$ cat config.mk
export PLATFORM = sky130hd
export DESIGN_NAME = adts_frame_sync_parser
export DESIGN_NICKNAME = d
export VERILOG_FILES = /design/src/rtl/afsp_pkg.sv /design/src/rtl/afsp_front.sv /design/src/rtl/afsp_queue.sv /design/src/rtl/afsp_back.sv /design/src/rtl/adts_frame_sync_parser.sv
export SDC_FILE = /design/constraint.sdc
export NUM_CORES = 1
export LEC_CHECK = 0
export ABC_CLOCK_PERIOD_IN_PS = 7400
export BUFFER_PORTS_ARGS = -buffer_cell sky130_fd_sc_hd__buf_2
export CORE_UTILIZATION = 55
export DETAILED_ROUTE_END_ITERATION = 16
export PLACE_DENSITY = 0.72
export SLEW_MARGIN = 5
export SYNTH_ARGS = -nofsm -noshare
export SYNTH_HDL_FRONTEND = slang
export SYNTH_HIERARCHICAL = 1
export SYNTH_SLANG_ARGS = --single-unit
$ cat constraint.sdc
create_clock -name clock -period 7.4 [get_ports clock]
set_input_delay 0.74 -clock clock [delete_from_list [all_inputs] [get_ports clock]]
set_output_delay 0.74 -clock clock [all_outputs]
set_load 0.005 [all_outputs]
$ cat src/rtl/afsp_pkg.sv
// Shared types, codes and header helpers for the ADTS frame sync parser.
`default_nettype none

package afsp_pkg;

   localparam int HDR_BYTES = 7;
   localparam logic [12:0] HDR_LEN = 13'd7;

   // Header bytes one through five; byte zero is always the sync byte, byte six is unused.
   typedef logic [5:1][7:0] afsp_hdr_type;

   typedef struct packed {
      logic         status;
      afsp_hdr_type hdr;
   } afsp_event_type;

   localparam logic STATUS_OK      = 1'b0;
   localparam logic STATUS_CORRUPT = 1'b1;

   function automatic logic [12:0] hdr_length(input afsp_hdr_type h);
      hdr_length = {h[3][1:0], h[4], h[5][7:5]};
   endfunction

   function automatic logic hdr_valid(input afsp_hdr_type h);
      hdr_valid = (h[2][5:2] < 4'hD) && !(h[1][3] && (h[2][7:6] == 2'd3));
   endfunction

   function automatic logic [16:0] rate_lookup(input logic [3:0] idx);
      case (idx)
         4'd0:    rate_lookup = 17'd96000;
         4'd1:    rate_lookup = 17'd88200;
         4'd2:    rate_lookup = 17'd64000;
         4'd3:    rate_lookup = 17'd48000;
         4'd4:    rate_lookup = 17'd44100;
         4'd5:    rate_lookup = 17'd32000;
         4'd6:    rate_lookup = 17'd24000;
         4'd7:    rate_lookup = 17'd22050;
         4'd8:    rate_lookup = 17'd16000;
         4'd9:    rate_lookup = 17'd12000;
         4'd10:   rate_lookup = 17'd11025;
         4'd11:   rate_lookup = 17'd8000;
         4'd12:   rate_lookup = 17'd7350;
         default: rate_lookup = 17'd0;
      endcase
   endfunction

endpackage

`default_nettype wire

$ cat src/rtl/afsp_front.sv
// Byte-level sync hunt, header capture and frame counting; emits one event per result.
`default_nettype none

module afsp_front (
   input  wire logic                    clock,
   input  wire logic                    reset,
   input  wire logic                    req_valid,
   output logic                         req_ready,
   input  wire logic [7:0]              req_stream_byte,
   input  wire logic                    req_end_of_stream,
   input  wire logic                    q_full,
   output logic                         evt_push,
   output afsp_pkg::afsp_event_type     evt_data
);
   import afsp_pkg::*;

   localparam logic [2:0] PH_HUNT0 = 3'd0;
   localparam logic [2:0] PH_HUNT1 = 3'd1;
   localparam logic [2:0] PH_HEAD  = 3'd2;
   localparam logic [2:0] PH_BODY  = 3'd3;
   localparam logic [2:0] PH_PEEK  = 3'd4;
   localparam logic [2:0] PH_BAD   = 3'd5;

   logic [2:0]   phase_ff, phase_in;
   logic [12:0]  pos_ff, pos_in;
   logic         ok_ff, ok_in;
   afsp_hdr_type cur_ff, cur_in;
   afsp_hdr_type nxt_ff, nxt_in;
   logic         req_fire;
   logic         match;
   logic [7:0]   b;

   assign req_ready = !q_full;
   assign req_fire  = req_valid && req_ready;
   assign b         = req_stream_byte;

   always_comb begin
      phase_in = phase_ff;
      pos_in   = pos_ff;
      ok_in    = ok_ff;
      cur_in   = cur_ff;
      nxt_in   = nxt_ff;
      evt_push = 1'b0;
      evt_data = '0;
      match    = 1'b1;
      if (req_fire) begin
         if (phase_ff == PH_BAD) begin
            evt_push        = 1'b1;
            evt_data.status = STATUS_CORRUPT;
            phase_in        = PH_HUNT0;
         end
         case (phase_in)
            PH_HUNT1: begin
               if ((b & 8'hF6) == 8'hF0) begin
                  cur_in[1] = b;
                  pos_in    = 13'd2;
                  phase_in  = PH_HEAD;
               end else if (b != 8'hFF) begin
                  phase_in = PH_HUNT0;
               end
            end
            PH_HEAD: begin
               case (pos_ff[2:0])
                  3'd2:    cur_in[2] = b;
                  3'd3:    cur_in[3] = b;
                  3'd4:    cur_in[4] = b;
                  3'd5:    cur_in[5] = b;
                  default: cur_in[1] = cur_ff[1];
               endcase
               pos_in = pos_ff + 13'd1;
               if (pos_ff[2:0] == 3'd6) begin
                  if (!hdr_valid(cur_ff) || (hdr_length(cur_ff) < HDR_LEN)) begin
                     evt_push        = 1'b1;
                     evt_data.status = STATUS_CORRUPT;
                     phase_in        = PH_HUNT0;
                     pos_in          = '0;
                  end else if (hdr_length(cur_ff) > HDR_LEN) begin
                     phase_in = PH_BODY;
                     pos_in   = HDR_LEN;
                  end else begin
                     phase_in = PH_PEEK;
                     pos_in   = '0;
                     ok_in    = 1'b1;
                  end
               end
            end
            PH_BODY: begin
               pos_in = pos_ff + 13'd1;
               if (pos_in >= hdr_length(cur_ff)) begin
                  phase_in = PH_PEEK;
                  pos_in   = '0;
                  ok_in    = 1'b1;
               end
            end
            PH_PEEK: begin
               case (pos_ff[2:0])
                  3'd0: match = (b == 8'hFF);
                  3'd1: begin
                     nxt_in[1] = b;
                     match     = (b == cur_ff[1]);
                  end
                  3'd2: begin
                     nxt_in[2] = b;
                     match     = (b == cur_ff[2]);
                  end
                  3'd3: begin
                     nxt_in[3] = b;
                     match     = (b[7:4] == cur_ff[3][7:4]);
                  end
                  3'd4:    nxt_in[4] = b;
                  3'd5:    nxt_in[5] = b;
                  default: match = 1'b1;
               endcase
               ok_in  = ok_ff && match;
               pos_in = pos_ff + 13'd1;
               if (pos_ff[2:0] == 3'd6) begin
                  evt_push = 1'b1;
                  if (ok_ff && hdr_valid(nxt_ff)) begin
                     evt_data.status = STATUS_OK;
                     evt_data.hdr    = cur_ff;
                     cur_in          = nxt_ff;
                     if (hdr_length(nxt_ff) < HDR_LEN) begin
                        phase_in = PH_BAD;
                        pos_in   = '0;
                     end else if (hdr_length(nxt_ff) > HDR_LEN) begin
                        phase_in = PH_BODY;
                        pos_in   = HDR_LEN;
                     end else begin
                        phase_in = PH_PEEK;
                        pos_in   = '0;
                        ok_in    = 1'b1;
                     end
                  end else begin
                     evt_data.status = STATUS_CORRUPT;
                     phase_in        = PH_HUNT0;
                     pos_in          = '0;
                  end
               end
            end
            default: begin
               if (b == 8'hFF) begin
                  phase_in = PH_HUNT1;
               end else begin
                  phase_in = PH_HUNT0;
               end
            end
         endcase
         if (req_end_of_stream) begin
            if (!evt_push && (phase_in == PH_PEEK)) begin
               evt_push        = 1'b1;
               evt_data.status = STATUS_OK;
               evt_data.hdr    = cur_in;
            end
            phase_in = PH_HUNT0;
            pos_in   = '0;
            ok_in    = 1'b1;
         end
      end
   end

   always_ff @(posedge clock) begin
      if (reset) begin
         phase_ff <= PH_HUNT0;
         pos_ff   <= '0;
         ok_ff    <= 1'b1;
      end else begin
         phase_ff <= phase_in;
         pos_ff   <= pos_in;
         ok_ff    <= ok_in;
      end
      cur_ff <= cur_in;
      nxt_ff <= nxt_in;
   end

endmodule

`default_nettype wire

$ cat src/rtl/afsp_queue.sv
// Short event queue between the byte front end and the result stage.
`default_nettype none

module afsp_queue #(
   parameter int DEPTH = 4
) (
   input  wire logic                     clock,
   input  wire logic                     reset,
   input  wire logic                     push,
   input  wire afsp_pkg::afsp_event_type push_data,
   output logic                          full,
   input  wire logic                     pop,
   output logic                          not_empty,
   output afsp_pkg::afsp_event_type      pop_data
);
   import afsp_pkg::*;

   localparam int PTR_W = (DEPTH > 1) ? $clog2(DEPTH) : 1;
   localparam int CNT_W = $clog2(DEPTH + 1);
   localparam logic [PTR_W-1:0] LAST  = PTR_W'(DEPTH - 1);
   localparam logic [CNT_W-1:0] FULLC = CNT_W'(DEPTH);

   afsp_event_type     mem [DEPTH];
   logic [PTR_W-1:0]   wr_ptr_ff, wr_ptr_in;
   logic [PTR_W-1:0]   rd_ptr_ff, rd_ptr_in;
   logic [CNT_W-1:0]   count_ff, count_in;

   assign full      = (count_ff == FULLC);
   assign not_empty = (count_ff != '0);
   assign pop_data  = mem[rd_ptr_ff];

   always_comb begin
      wr_ptr_in = wr_ptr_ff;
      rd_ptr_in = rd_ptr_ff;
      count_in  = count_ff;
      if (push) begin
         wr_ptr_in = (wr_ptr_ff == LAST) ? '0 : wr_ptr_ff + 1'b1;
      end
      if (pop) begin
         rd_ptr_in = (rd_ptr_ff == LAST) ? '0 : rd_ptr_ff + 1'b1;
      end
      if (push && !pop) begin
         count_in = count_ff + 1'b1;
      end else if (pop && !push) begin
         count_in = count_ff - 1'b1;
      end
   end

   always_ff @(posedge clock) begin
      if (reset) begin
         wr_ptr_ff <= '0;
         rd_ptr_ff <= '0;
         count_ff  <= '0;
      end else begin
         wr_ptr_ff <= wr_ptr_in;
         rd_ptr_ff <= rd_ptr_in;
         count_ff  <= count_in;
      end
   end

   always_ff @(posedge clock) begin
      if (push) begin
         mem[wr_ptr_ff] <= push_data;
      end
   end

`ifndef SYNTHESIS
   a_no_overflow: assert property (@(posedge clock) disable iff (reset)
      push |-> !full)
      else $error("event pushed into full queue");
   a_no_underflow: assert property (@(posedge clock) disable iff (reset)
      pop |-> not_empty)
      else $error("event popped from empty queue");
   a_count_bound: assert property (@(posedge clock) disable iff (reset)
      count_ff <= FULLC)
      else $error("queue count out of range");
   a_count_up: assert property (@(posedge clock) disable iff (reset)
      (push && !pop) |=> (count_ff == CNT_W'($past(count_ff) + 1'b1)))
      else $error("queue count did not advance on push");
`endif

endmodule

`default_nettype wire

$ cat src/rtl/afsp_back.sv
// Result stage: unpacks header fields, looks up the sample rate and holds the result beat.
`default_nettype none

module afsp_back (
   input  wire logic                     clock,
   input  wire logic                     reset,
   input  wire logic                     q_not_empty,
   input  wire afsp_pkg::afsp_event_type q_data,
   output logic                          q_pop,
   output logic                          rsp_valid,
   input  wire logic                     rsp_ready,
   output logic                          rsp_status,
   output logic                          rsp_is_mpeg2,
   output logic [1:0]                    rsp_profile,
   output logic [3:0]                    rsp_rate_index,
   output logic [16:0]                   rsp_sample_rate,
   output logic [2:0]                    rsp_channel_config,
   output logic [12:0]                   rsp_payload_length,
   output logic                          rsp_crc_present
);
   import afsp_pkg::*;

   logic        valid_ff;
   logic        status_ff, status_in;
   logic        mpeg2_ff, mpeg2_in;
   logic [1:0]  profile_ff, profile_in;
   logic [3:0]  index_ff, index_in;
   logic [16:0] rate_ff, rate_in;
   logic [2:0]  chan_ff, chan_in;
   logic [12:0] plen_ff, plen_in;
   logic        crc_ff, crc_in;

   assign q_pop = q_not_empty && (!valid_ff || rsp_ready);

   always_comb begin
      status_in  = q_data.status;
      mpeg2_in   = 1'b0;
      profile_in = '0;
      index_in   = '0;
      rate_in    = '0;
      chan_in    = '0;
      plen_in    = '0;
      crc_in     = 1'b0;
      if (q_data.status == STATUS_OK) begin
         mpeg2_in   = q_data.hdr[1][3];
         profile_in = q_data.hdr[2][7:6];
         index_in   = q_data.hdr[2][5:2];
         rate_in    = rate_lookup(q_data.hdr[2][5:2]);
         chan_in    = {q_data.hdr[2][0], q_data.hdr[3][7:6]};
         plen_in    = hdr_length(q_data.hdr) - HDR_LEN;
         crc_in     = ~q_data.hdr[1][0];
      end
   end

   always_ff @(posedge clock) begin
      if (reset) begin
         valid_ff <= 1'b0;
      end else if (q_pop) begin
         valid_ff <= 1'b1;
      end else if (rsp_ready) begin
         valid_ff <= 1'b0;
      end
      if (q_pop) begin
         status_ff  <= status_in;
         mpeg2_ff   <= mpeg2_in;
         profile_ff <= profile_in;
         index_ff   <= index_in;
         rate_ff    <= rate_in;
         chan_ff    <= chan_in;
         plen_ff    <= plen_in;
         crc_ff     <= crc_in;
      end
   end

   assign rsp_valid          = valid_ff;
   assign rsp_status         = status_ff;
   assign rsp_is_mpeg2       = mpeg2_ff;
   assign rsp_profile        = profile_ff;
   assign rsp_rate_index     = index_ff;
   assign rsp_sample_rate    = rate_ff;
   assign rsp_channel_config = chan_ff;
   assign rsp_payload_length = plen_ff;
   assign rsp_crc_present    = crc_ff;

endmodule

`default_nettype wire

$ cat src/rtl/adts_frame_sync_parser.sv
// ADTS frame sync parser top level: byte front end, event queue and result stage.
//
// Usage:
//  req_* carries one stream byte per beat, with req_end_of_stream on the last
//  byte of a stream. rsp_* carries zero or one result per input byte: a frame
//  accepted (rsp_status 0, header fields valid) or a corrupted bitstream
//  (rsp_status 1, all other fields zero).
//  Throughput: one byte per cycle while the queue is not full. The front end
//  classifies each byte in the cycle it is accepted and writes any result into
//  a QUEUE_DEPTH-entry queue; the result stage reads the queue into the rsp_
//  output register. A result is written into the queue at the accepting edge
//  of the byte that caused it and moves on into the output register once that
//  register is free. When the receiver stalls, the output register holds its
//  beat and the queue fills; req_ready drops only once the queue is full.
//  Reset (synchronous, active high) returns to the sync hunt and empties the
//  queue and output register. No clearing pass is needed.
`default_nettype none

module adts_frame_sync_parser #(
   parameter int QUEUE_DEPTH = 4
) (
   input  wire logic        clock,
   input  wire logic        reset,
   input  wire logic        req_valid,
   output logic             req_ready,
   input  wire logic [7:0]  req_stream_byte,
   input  wire logic        req_end_of_stream,
   output logic             rsp_valid,
   input  wire logic        rsp_ready,
   output logic             rsp_status,
   output logic             rsp_is_mpeg2,
   output logic [1:0]       rsp_profile,
   output logic [3:0]       rsp_rate_index,
   output logic [16:0]      rsp_sample_rate,
   output logic [2:0]       rsp_channel_config,
   output logic [12:0]      rsp_payload_length,
   output logic             rsp_crc_present
);
   import afsp_pkg::*;

   logic           evt_push;
   afsp_event_type evt_data;
   logic           q_full;
   logic           q_pop;
   logic           q_not_empty;
   afsp_event_type q_data;

   afsp_front u_front (
      .clock             (clock),
      .reset             (reset),
      .req_valid         (req_valid),
      .req_ready         (req_ready),
      .req_stream_byte   (req_stream_byte),
      .req_end_of_stream (req_end_of_stream),
      .q_full            (q_full),
      .evt_push          (evt_push),
      .evt_data          (evt_data)
   );

   afsp_queue #(
      .DEPTH (QUEUE_DEPTH)
   ) u_queue (
      .clock     (clock),
      .reset     (reset),
      .push      (evt_push),
      .push_data (evt_data),
      .full      (q_full),
      .pop       (q_pop),
      .not_empty (q_not_empty),
      .pop_data  (q_data)
   );

   afsp_back u_back (
      .clock              (clock),
      .reset              (reset),
      .q_not_empty        (q_not_empty),
      .q_data             (q_data),
      .q_pop              (q_pop),
      .rsp_valid          (rsp_valid),
      .rsp_ready          (rsp_ready),
      .rsp_status         (rsp_status),
      .rsp_is_mpeg2       (rsp_is_mpeg2),
      .rsp_profile        (rsp_profile),
      .rsp_rate_index     (rsp_rate_index),
      .rsp_sample_rate    (rsp_sample_rate),
      .rsp_channel_config (rsp_channel_config),
      .rsp_payload_length (rsp_payload_length),
      .rsp_crc_present    (rsp_crc_present)
   );

endmodule

`default_nettype wire

; ---- Word level (Yosys, flattened, before mapping)
; Memory sizes are Yosys's and may differ from the RTL's. A register that Yosys moved wholly into a read port is not among the register bits.
; Index checks and enable logic that the tools add are counted.
[word_totals]
romBits = 272
output_inout_bits = 44
memories = 2
ramBits = 164
regBits = 130
[memory_table]
columns = name, depth, word_bits, read_ports, rd_ports_with_merged_regs, write_ports, line_no
row1 = (name not given), 16, 17, 1, 1, 0, afsp_pkg.sv:29  ; case (idx)
row2 = u_queue.mem, 4, 41, 1, 1, 1, afsp_queue.sv:23  ; afsp_event_type mem [DEPTH];
[classes]
eq_ne = 28
add_sub_neg = 6
bitwise = 1
mux = 76
n_reduce_logical = 34
n_lt_le_gt_ge = 7
[op_table]
columns = cell, count
row1 = 41-bit 2-to-1 mux, 4
row2 = 40-bit 2-to-1 mux, 4
row3 = 13-bit 2-to-1 mux, 6
row4 = 32-bit one-hot mux with 2 select lines, 1
row5 = 3-bit 2-to-1 mux, 20
row6 = 13-bit one-hot mux with 4 select lines, 1
row7 = 8-bit 2-to-1 mux, 5
row8 = "13-bit by 3-bit > comparator with 1-bit output, second input constant", 2
row9 = "13-bit by 3-bit less-than comparator with 1-bit output, second input constant", 2
row10 = 1-bit 2-to-1 mux, 25
row11 = "3-bit equality test, second input constant", 7
row12 = 3-bit AND reduction, 6
row13 = 8-bit equality test, 2
row14 = 8-bit one-hot mux with 2 select lines, 1
row15 = "13-bit by 1-bit adder with 13-bit output, second input constant", 1
row16 = 13-bit >= comparator, 1
row17 = "13-bit by 3-bit subtractor with 13-bit output, second input constant", 1
row18 = "3-bit by 2-bit equality test with 1-bit output, second input constant", 4
row19 = 3-bit one-hot mux with 4 select lines, 1
row20 = 1-bit logical AND, 11
row21 = "3-bit by 2-bit inequality test with 1-bit output, second input constant", 3
row22 = "2-bit equality test, second input constant", 4
row23 = "8-bit equality test, second input constant", 1
row24 = 1-bit logical NOT, 8
row25 = other kinds (21), 31

; ---- Depth between registers and ports, before layout
; Gate-level depths: netlist of the first run.
[logic_depth]
depth_word = 19
ltp_mapped = 20
depth_no_buf = 19

; ---- Cells and area by module
; Netlist of the first run, hierarchy kept.
[modules_own_cells]
columns = module, cells_per_inst, seq_area_each_um2, area_per_inst_um2, instances
row1 = afsp_queue, 259, 5104.9, 6408.6, 1
row2 = afsp_front, 578, 2742.6, 5770.5, 1
row3 = afsp_back, 159, 1281.2, 2029.4, 1

; ---- Least setup slack after synthesis of the first run
; OpenSTA, ideal clock, no wires.
[synth_path]
kind = in2reg
from = in rsp_ready
to = reg u_queue.count_ff[2]
required_time_ns = 7.330
cell_stages = 9
path_slack_ns = 1.935
arrival_time_ns = 5.395
setup_time_ns = 0.070
path_cell_list = inv_1 a21boi_0 inv_1 ha_1 inv_1 fa_1 xor2_1 or3_1 a21oi_1
[synth_via]
elab_chain_cells = 5
word_cells_on_any_way = 7
[synth_rtl]
columns = item, line_no
row1 = "start, declared", adts_frame_sync_parser.sv:29  ; input wire logic rsp_ready,
row2 = 1-bit logical OR (*), afsp_back.sv:33  ; assign q_pop = q_not_empty && (!valid_ff || rsp_ready);
row3 = 1-bit logical AND (*), afsp_back.sv:33
row4 = named net q_pop, adts_frame_sync_parser.sv:44  ; logic q_pop;
row5 = 1-bit logical NOT, afsp_queue.sv:42  ; if (push && !pop) begin
row6 = 1-bit logical AND, afsp_queue.sv:42
row7 = 3-bit 2-to-1 mux / 2-bit nonzero test (equally long branches), n/a
row8 = "end signal, assigned", afsp_queue.sv:57  ; count_ff <= count_in;
row9 = "end, declared", afsp_queue.sv:26  ; logic [CNT_W-1:0] count_ff, count_in;
; Mark *: on every way through the listed nets, which the timed path passes. The rest lies on a longest branch.
; A chain may end at the register's enable or synchronous reset.

; ---- Worst setup path in the final report of the first run
[layout_path]
from = reg u_front.pos_ff[0]
to = mem u_queue/mem[2][12] (netlist bit) (enable)
[layout_via]
elab_chain_cells = 12
word_cells_on_any_way = 20
[layout_rtl]
columns = item, line_no
row1 = "start, declared", afsp_front.sv:25  ; logic [12:0] pos_ff, pos_in;
row2 = "start signal, assigned", afsp_front.sv:168  ; pos_ff <= pos_in;
row3 = 13-bit by 1-bit adder with 13-bit output, afsp_front.sv:88  ; pos_in = pos_ff + 13'd1;
row4 = 13-bit >= comparator, afsp_front.sv:89  ; if (pos_in >= hdr_length(cur_ff)) begin
row5 = 3-bit 2-to-1 mux, afsp_front.sv:89
row6 = 3-bit one-hot mux with 4 select lines, afsp_front.sv:52  ; case (phase_in)
row7 = 3-bit 2-to-1 mux, afsp_front.sv:46  ; if (req_fire) begin
row8 = 3-bit equality test, afsp_front.sv:149  ; if (!evt_push && (phase_in == PH_PEEK)) begin
row9 = 1-bit logical AND, afsp_front.sv:149
row10 = 1-bit 2-to-1 mux, afsp_front.sv:149
row11 = 1-bit 2-to-1 mux (*), afsp_front.sv:148  ; if (req_end_of_stream) begin
row12 = 1-bit 2-to-1 mux (*), afsp_front.sv:46
row13 = named net evt_push, adts_frame_sync_parser.sv:41  ; logic evt_push;
row14 = 1-bit 2-to-1 mux (*), afsp_queue.sv:62  ; if (push) begin
row15 = 1-bit 2-to-1 mux (implied by the code) (*), afsp_queue.sv:63  ; mem[wr_ptr_ff] <= push_data;
row16 = "end, declared", afsp_queue.sv:23
; Mark *: on every way through the listed nets, which the timed path passes. The rest lies on a longest branch. The select of a mux whose other input is x is not followed.

==> impl_metrics.env, run 1 <==
export IMPL_fillers=1511
export IMPL_slew_limit_headroom_pct=16.8
export IMPL_routedWlPerCell_um=19.2
export IMPL_post_cts_setup_buffers=0
export IMPL_final_cell_mix="edfxtp_1 (208), nand2_1 (65), buf_2 (56), inv_1 (53), nor2_1 (53)"
export IMPL_diodes=0
export IMPL_final_util_pct=63.1
export IMPL_drt_vias_per_instance=6.02
export IMPL_clock_sinks=235
export IMPL_hold_class="reg -> reg"
export IMPL_drive_gt1_share_pct=16.7
export IMPL_crit_path_cell_trace="ha_1 > nand3_1 > or2_2 > nor2_1 > xor2_1 > ha_1 > nand4_1 > nor2_1 > a211oi_2 > a211oi_2 > o2111ai_1 > a21oi_1 > and2_1"
export IMPL_yosys_warnings=6
export IMPL_r2r_end="u_queue/mem[2][12]"
export IMPL_hold_viol_final=0
export IMPL_worst_clock_skew_ps=18.0
export IMPL_worstSetupPathType="reg -> reg"
export IMPL_cp_arrival_ps=5280
export IMPL_initial_core_util_pct=56.9
export IMPL_die_y_um=145
export IMPL_min_period_ps=5140
export IMPL_min_from="u_front/pos_ff[12]"
export IMPL_cts_path_max_buffers=3
export IMPL_antenna_found_initial=0
export IMPL_setup_worst_path_start_class="flip-flop"
export IMPL_drtPass1Iterations=5
export IMPL_core_area_mm2=0.0198
export IMPL_clk_latency_ps=530
export IMPL_die_width_um=145
export IMPL_rsz0062_at_grt="false"
export IMPL_final_nets=950
export IMPL_avgSynthCellArea_um2=13.0
export IMPL_max_freq_mhz=194
export IMPL_grt_max_degree=46
export IMPL_synthCells=864
export IMPL_reg2regPathDepth=13
export IMPL_cts_hold_buf=0
export IMPL_postPlaceCellArea_mm2=0.0116
export IMPL_slew_violations=0
export IMPL_p_total_mw=2.76
export IMPL_rr_startpoint="u_front/pos_ff[0]"
export IMPL_vias=7161
export IMPL_syn_num_nets=909
export IMPL_clk_pin_slew_worst_paths_ps=60
export IMPL_status="finished clean"
export IMPL_period_share_pct=69.5
export IMPL_grt_pass1_wl_um=36600
export IMPL_grt_usage_pct=21.8
export IMPL_worst_pin_slew_ps=1250
export IMPL_drtAntennaViolNets=0
export IMPL_min_to="u_front/pos_ff[12]"
export IMPL_ioPinCount=57
export IMPL_max_cap_viol_count=0
export IMPL_drc_errors=0
export IMPL_grt_remaining_overflow=0
export IMPL_grt_pass1_vias=6809
export IMPL_worstPathMaxFanout=25
export IMPL_slowest_delay_ps=1010
export IMPL_cts_tree="built"
export IMPL_row_count=51
export IMPL_die_area_mm2=0.0211
export IMPL_reg2reg_slack_ps=2260
export IMPL_cts_root_buf="clkbuf_16"
export IMPL_cts_made_buffers=25
export IMPL_end_kind="flip-flop"
export IMPL_worst_path_max_delay_cell="and2_1"
export IMPL_hold_ws_ps=466
export IMPL_io_buffers=56
export IMPL_hold_depth=2
export IMPL_syn2layout_area_growth_pct=10.8
export IMPL_final_common_cell="edfxtp_1"
export IMPL_final_area_mm2=0.0125
export IMPL_setup_tns_ps=0
export IMPL_cts_resized=0
export IMPL_setup_viol=0
export IMPL_drt_iter0_drc=556
export IMPL_cts_max_level=1
export IMPL_p_per_area_mw_per_mm2=221
export IMPL_dp_hpwl_um=15200
export IMPL_gp_congestion=0.933
export IMPL_critPathRequiredTime_ps=7530
export IMPL_peakVddDrop_v=0.000204
export IMPL_routed_wl_um=22800
export IMPL_syn_area_mm2=0.0113
export IMPL_p_leak_nw=4.34
[routing by layer]
metal  wire, um  global-route usage (%)  vias up
met5          0                       0        -
met4        405                    5.74        0
met3       1630                    3.36       31
met2      10800                    35.3      284
met1       9990                    31.0     3472
li1           -                       -     3374
[sequential cells by signal, indices dropped and copies added, names as in the netlist, named ones only]
name,cells
u_back/rsp_channel_config,3
u_queue/mem,100
u_back/rsp_profile,2
u_front/ok_ff,1
u_back/rsp_payload_length,13
u_back/rsp_crc_present,1
u_queue/wr_ptr_ff,2
u_front/pos_ff,13
u_front/nxt_ff,33
u_back/rsp_valid,1
u_back/rsp_rate_index,4
u_front/cur_ff,33
u_back/rsp_status,1
u_back/rsp_is_mpeg2,1
u_front/phase_ff,3
u_queue/count_ff,3
u_back/rsp_sample_rate,17
u_queue/rd_ptr_ff,2
[area by class of cell]
type	count	area [um2]	share of cell area, %
sequential	235	6790	54.4
multi-input combinational	525	3970	31.8
clock buffer	32	682	5.47
timing repair buffer	64	340	2.73
tap	265	332	2.66
inverter	54	203	1.62
clock inverter	14	160	1.28
[worst max-delay path: cells and delay by family (launching register included)]
family,cells,cell delay (ps)
AOI/OAI and AO/OA,4,1440
xor gates and xnor gates,1,100
adders and majority gates,2,600
DFF,1,450
and+or+nand+nor,6,2140
[metrics by stage]
stage | worst slack [ps] | std cells
final | 2260 | 1189
after global routing | 1810 | 1189
after CTS | 2260 | 1189
after detailed placement | 2290 | 1143
after global placement | 2420 | 1143
after floorplan | 1940 | 864
[power breakdown]
part           total (mW)  leakage [nW]  switching [mW]  internal, mW
Sequential           1.45          2.00          0.0107          1.44
Combinational      0.0551          1.93          0.0373        0.0178
Clock                1.26         0.410           0.499         0.758
Total                2.76          4.34           0.547          2.21
[how the worst max path moves through the flow]
stage                                     end               from
after global routing       u_queue/mem[2][15]  u_front/pos_ff[0]
after CTS                  u_queue/mem[2][14]  u_front/pos_ff[0]
after global placement     u_queue/mem[2][13]  u_front/pos_ff[0]
after detailed placement   u_queue/mem[2][13]  u_front/pos_ff[0]
after floorplan           u_queue/count_ff[2]          rsp_ready
final                      u_queue/mem[2][12]  u_front/pos_ff[0]
No activity file was read; power rests on OpenSTA's default activity.
==> run 2, diff against run 1 <==
- ABC_CLOCK_PERIOD_IN_PS: 7400 -> 4790
- clock period: 7.4 -> 4.79 ns (I/O delays scaled with it)
==> impl_metrics.env, run 2 (synthesized netlist as in run 1, its figures left out) <==
export IMPL_status="finished clean"
export IMPL_cpLargestDelayFamily="simple AND/OR/NAND/NOR gates"
export IMPL_final_common_cell="edfxtp_1"
export IMPL_cts_path_max_buffers=3
export IMPL_critPathBufInv=1
export IMPL_post_cts_setup_buffers=0
export IMPL_combPwrFrac_pct=2.1
export IMPL_die_y_um=145
export IMPL_cts_tree="built"
export IMPL_worst_path_max_delay_cell="dfxtp_1"
export IMPL_die_area_mm2=0.0211
export IMPL_area_sequential_mm2=0.00679
export IMPL_drc_errors=0
export IMPL_final_area_mm2=0.0125
export IMPL_final_util_pct=63.0
export IMPL_drive_gt1_share_pct=16.8
export IMPL_syn2layout_area_growth_pct=10.6
export IMPL_grt_max_degree=46
export IMPL_clock_sinks=235
export IMPL_worst_pin_slew_ps=1140
export IMPL_gp_congestion=0.924
export IMPL_fillers=1508
export IMPL_power_frac_seq_pct=54.2
export IMPL_p_sw_uw=824
export IMPL_ioPinCount=57
export IMPL_hold_viol_final=0
export IMPL_max_cap_viol_count=0
export IMPL_dp_cells=1150
export IMPL_rsz0062_at_grt="false"
export IMPL_vias=7248
export IMPL_setup_tns_ps=0
export IMPL_hold_depth=4
export IMPL_hold_class="in -> reg"
export IMPL_max_freq_mhz=228
export IMPL_drt_vias_per_instance=6.06
export IMPL_reg2reg_slack_ps=410
export IMPL_drt_iter0_drc=774
export IMPL_cp_arrival_ps=4830
export IMPL_slew_violations=0
export IMPL_biggestRegsByFlops="u_queue/mem x100, u_front/cur_ff x33, u_front/nxt_ff x33"
export IMPL_netSwitchingFraction_pct=19.9
export IMPL_power_frac_clock_pct=43.8
export IMPL_grt_pass1_vias=6837
export IMPL_peakVddDrop_v=0.000263
export IMPL_cts_made_buffers=25
export IMPL_min_period_ps=4380
export IMPL_grt_remaining_overflow=0
export IMPL_largest_reg_flops=100
export IMPL_critPathRequiredTime_ps=5240
export IMPL_dp_hpwl_um=15200
export IMPL_worstSetupPathType="reg -> reg"
export IMPL_die_width_um=145
export IMPL_p_total_mw=4.13
export IMPL_setup_worst_path_start_class="flip-flop"
export IMPL_cts_resized=0
export IMPL_worst_clock_skew_ps=17.6
export IMPL_period_share_pct=91.5
export IMPL_row_count=51
export IMPL_grt_usage_pct=21.5
export IMPL_drtPass1Iterations=6
export IMPL_antenna_found_initial=0
export IMPL_final_cell_mix="edfxtp_1 (208), nand2_1 (65), buf_2 (56), inv_1 (53), nor2_1 (53)"
export IMPL_largest_register="u_queue/mem"
export IMPL_grt_pass1_wl_um=36100
export IMPL_routed_wl_um=22500
export IMPL_cts_hold_buf=0
export IMPL_p_per_area_mw_per_mm2=332
export IMPL_end_kind="flip-flop"
export IMPL_crit_path_cell_trace="ha_1 > nand3_1 > nor3_1 > and3_1 > nor2b_1 > or2_2 > ha_1 > o211ai_1 > a21oi_1 > a21boi_0 > o2111ai_1 > a21oi_1 > ha_1 > inv_1 > fa_1 > xor2_1 > or3_1 > a21oi_1"
export IMPL_clk_latency_ps=530
export IMPL_worstPathMaxFanout=7
export IMPL_reg2regPathDepth=18
export IMPL_initial_core_util_pct=56.9
export IMPL_layout_cells_non_filler=1196
export IMPL_setup_viol=0
export IMPL_routedWlPerCell_um=18.8
export IMPL_diodes=0
export IMPL_slowest_delay_ps=430
export IMPL_slew_limit_headroom_pct=23.6
export IMPL_io_buffers=56
export IMPL_final_nets=957
export IMPL_crit_cells=18
export IMPL_multi_input_area_mm2=0.00397
export IMPL_drtAntennaViolNets=0
export IMPL_p_leak_nw=4.38
export IMPL_p_int_mw=3.31
export IMPL_postPlaceCellArea_mm2=0.0117
export IMPL_cts_root_buf="clkbuf_16"
export IMPL_cts_max_level=1
export IMPL_clk_pin_slew_worst_paths_ps=60
export IMPL_core_area_mm2=0.0198
## run 2: changes by cell type in the layout (fill, tap and decap cells not counted), sizes merged
cell and delta:
clkbuf +7, bufinv -2, buf +7, clkinv -5
## run 2: cell type report
cell class | instances | share of cell area [%]
clock buffer | 39 | 5.60
clock inverter | 7 | 0.603
inverter | 54 | 1.63
multi-input combinational | 525 | 31.9
sequential | 235 | 54.5
tap | 265 | 2.66
timing repair buffer | 71 | 3.15
## run 2: power by group through the flow
stage	logic [mW]	clock network [mW]	registers, mW
floorplan	0.0527	0	2.28
global placement	0.0843	0	2.28
detailed placement	0.0850	0	2.28
CTS	0.0855	1.84	2.24
global route	0.0940	1.93	2.24
finish	0.0857	1.81	2.24
## run 2: tightest hold or removal path, delay by kind of cell
family                 cells  cell delay (ps)
AND/OR/NAND/NOR            1               40
AO/OA/AOI/OAI              1              140
buffers and inverters      2              140
## run 2: worst paths after layout
check / start / end
max reg2reg: u_front/pos_ff[0] / u_queue/count_ff[2]
max: u_front/pos_ff[0] / u_queue/count_ff[2]
min reg2reg: u_front/pos_ff[12] / u_front/pos_ff[12]
min: rsp_ready / u_back/rsp_valid
## run 2: through the flow
step	worst slack, ps	hold WS, ps
2_1_floorplan	371	431
4_1_cts	423	307
3_5_place_dp	451	460
6_report	405	322
3_3_place_gp	642	449
5_1_grt	74.8	331
## run 2: metal layers
metal	global-route usage, %	routed length, um	up-vias
li1	-	-	3400
met1	29.6	9920	3479
met2	35.3	10500	317
met3	3.05	1460	52
met4	7.16	622	0
met5	0	0	-
==> run 3, diff against run 2 <==
- GPL_TIMING_DRIVEN: unset -> 0
- REMOVE_ABC_BUFFERS: unset -> 1
==> impl_metrics.env, run 3 (synthesized netlist as in run 1, its figures left out) <==
export IMPL_status="finished clean"
export IMPL_setup_worst_path_start_class="flip-flop"
export IMPL_slew_limit_headroom_pct=18.9
export IMPL_min_to="u_back/rsp_valid"
export IMPL_routed_wl_um=22600
export IMPL_drt_vias_per_instance=6.04
export IMPL_final_util_pct=63.1
export IMPL_min_period_ps=4470
export IMPL_die_y_um=145
export IMPL_worstPathMaxFanout=5
export IMPL_cts_root_buf="clkbuf_16"
export IMPL_grt_max_degree=40
export IMPL_biggestRegsByFlops="u_queue/mem x100, u_front/cur_ff x33, u_front/nxt_ff x33"
export IMPL_drc_errors=0
export IMPL_max_cap_viol_count=0
export IMPL_gp_congestion=0.942
export IMPL_vias=7179
export IMPL_largest_reg_flops=100
export IMPL_initial_core_util_pct=56.9
export IMPL_hold_ws_ps=339
export IMPL_rsz0062_at_grt="false"
export IMPL_diodes=0
export IMPL_multi_input_area_mm2=0.00401
export IMPL_drive_gt1_share_pct=17.9
export IMPL_dp_hpwl_um=15000
export IMPL_peakVddDrop_v=0.000270
export IMPL_final_nets=950
export IMPL_fillers=1505
export IMPL_p_leak_nw=4.37
export IMPL_p_per_area_mw_per_mm2=325
export IMPL_clk_pin_slew_worst_paths_ps=60
export IMPL_cts_hold_buf=0
export IMPL_worst_pin_slew_ps=1210
export IMPL_setup_viol=0
export IMPL_grt_pass1_vias=6818
export IMPL_hold_depth=4
export IMPL_reg2regPathDepth=18
export IMPL_slew_violations=0
export IMPL_final_cell_mix="edfxtp_1 (208), nand2_1 (65), buf_2 (56), inv_1 (52), nor2_1 (51)"
export IMPL_area_sequential_mm2=0.00679
export IMPL_slowest_delay_ps=420
export IMPL_grt_pass1_wl_um=35900
export IMPL_critPathRequiredTime_ps=5230
export IMPL_p_total_mw=4.06
export IMPL_dp_cells=1140
export IMPL_crit_path_cell_trace="ha_1 > nand3_1 > or2_2 > nor2_1 > xor2_1 > ha_1 > nand4_1 > nor2_1 > a2111o_1 > a311o_1 > o2111ai_1 > a21oi_4 > ha_1 > inv_1 > fa_1 > xor2_1 > or3_1 > a21oi_1"
export IMPL_core_area_mm2=0.0198
export IMPL_critPathBufInv=1
export IMPL_cts_made_buffers=24
export IMPL_final_common_cell="edfxtp_1"
export IMPL_die_width_um=145
export IMPL_drtAntennaViolNets=0
export IMPL_cts_max_level=1
export IMPL_fin_ws_ps=320
export IMPL_pre_cts_ws_ps=-694
export IMPL_end_kind="flip-flop"
export IMPL_drtPass1Iterations=7
export IMPL_r2r_end="u_queue/count_ff[2]"
export IMPL_rr_startpoint="u_front/pos_ff[1]"
export IMPL_largest_register="u_queue/mem"
export IMPL_clk_latency_ps=520
export IMPL_max_freq_mhz=224
export IMPL_min_from="rsp_ready"
export IMPL_hold_viol_final=0
export IMPL_clock_sinks=235
export IMPL_routedWlPerCell_um=19.0
export IMPL_worst_clock_skew_ps=12.8
export IMPL_layout_cells_non_filler=1188
export IMPL_cpLargestDelayFamily="compound AO/OA/AOI/OAI gates"
export IMPL_hold_class="in -> reg"
export IMPL_worst_path_max_delay_cell="or2_2"
export IMPL_io_buffers=56
export IMPL_row_count=51
export IMPL_syn2layout_area_growth_pct=10.9
export IMPL_reg2reg_slack_ps=320
export IMPL_cts_tree="built"
export IMPL_drt_iter0_drc=648
export IMPL_antenna_found_initial=0
export IMPL_cp_arrival_ps=4910
export IMPL_grt_remaining_overflow=0
export IMPL_grt_usage_pct=21.4
export IMPL_ioPinCount=57
export IMPL_worstSetupPathType="reg -> reg"
export IMPL_die_area_mm2=0.0211
export IMPL_cp_common_cell="ha_1"
export IMPL_cts_path_max_buffers=3
export IMPL_period_share_pct=93.3
## run 3: worst max path at each step
stage / to / cells after the start / from / slack, ps
after global routing: u_queue/count_ff[2] / 18 / u_front/pos_ff[1] / 20
after floorplan: u_queue/count_ff[2] / 9 / u_queue/count_ff[0] / -430
after CTS: u_queue/count_ff[2] / 18 / u_front/pos_ff[0] / 170
after global placement: u_queue/count_ff[2] / 10 / rsp_ready / -2020
after detailed placement: u_queue/mem[0][10] / 13 / u_front/pos_ff[0] / -690
final: u_queue/count_ff[2] / 18 / u_front/pos_ff[1] / 320
## run 3: metal layers
metal	vias up	track usage [%]	part of all wire, %
met5	-	0	0
met4	0	6.47	2.6
met3	48	3.27	7.0
met2	324	35.3	47
met1	3424	29.5	44
li1	3383	-	-
## run 3: cell type report
class	instances	area share, %
Clock buffer	35	5.47
Tap cell	265	2.66
Clock inverter	9	0.471
Timing Repair Buffer	65	3.31
Multi-Input combinational cell	525	32.1
Sequential cell	235	54.4
Inverter	54	1.62
## run 3: worst reg2reg max path: cells and delay by family (launching register included)
family | cells | cell delay [ps]
DFF | 1 | 390
adders and majority gates | 4 | 970
buffers and inverters | 1 | 70
and+or+nand+nor | 6 | 1300
xor gates and xnor gates | 2 | 350
AOI/OAI and AO/OA | 5 | 1330
## run 3: repair_timing
action / 4_1_cts / 5_1_grt
buffers inserted: 1 / 3
pin swaps: 1 / 2
endpoints found under the hold margin: 0 / 0
gates resized for setup: 6 / 5
setup endpoints to repair: 102 / 2
## run 3: power breakdown
group	internal, mW	leakage [nW]	total (mW)	switching, mW
sequential	2.22	2.03	2.24	0.0165
combinational	0.0292	1.98	0.0883	0.0591
clock	0.993	0.366	1.73	0.741
total	3.25	4.37	4.06	0.817
## run 3: stage by stage
step / cell area, um2 / setup TNS (ps)
2_1_floorplan: 10900 / -888
3_3_place_gp: 11600 / -105980
3_5_place_dp: 11700 / -66450
4_1_cts: 12400 / 0
5_1_grt: 12500 / 0
6_report: 12500 / 0
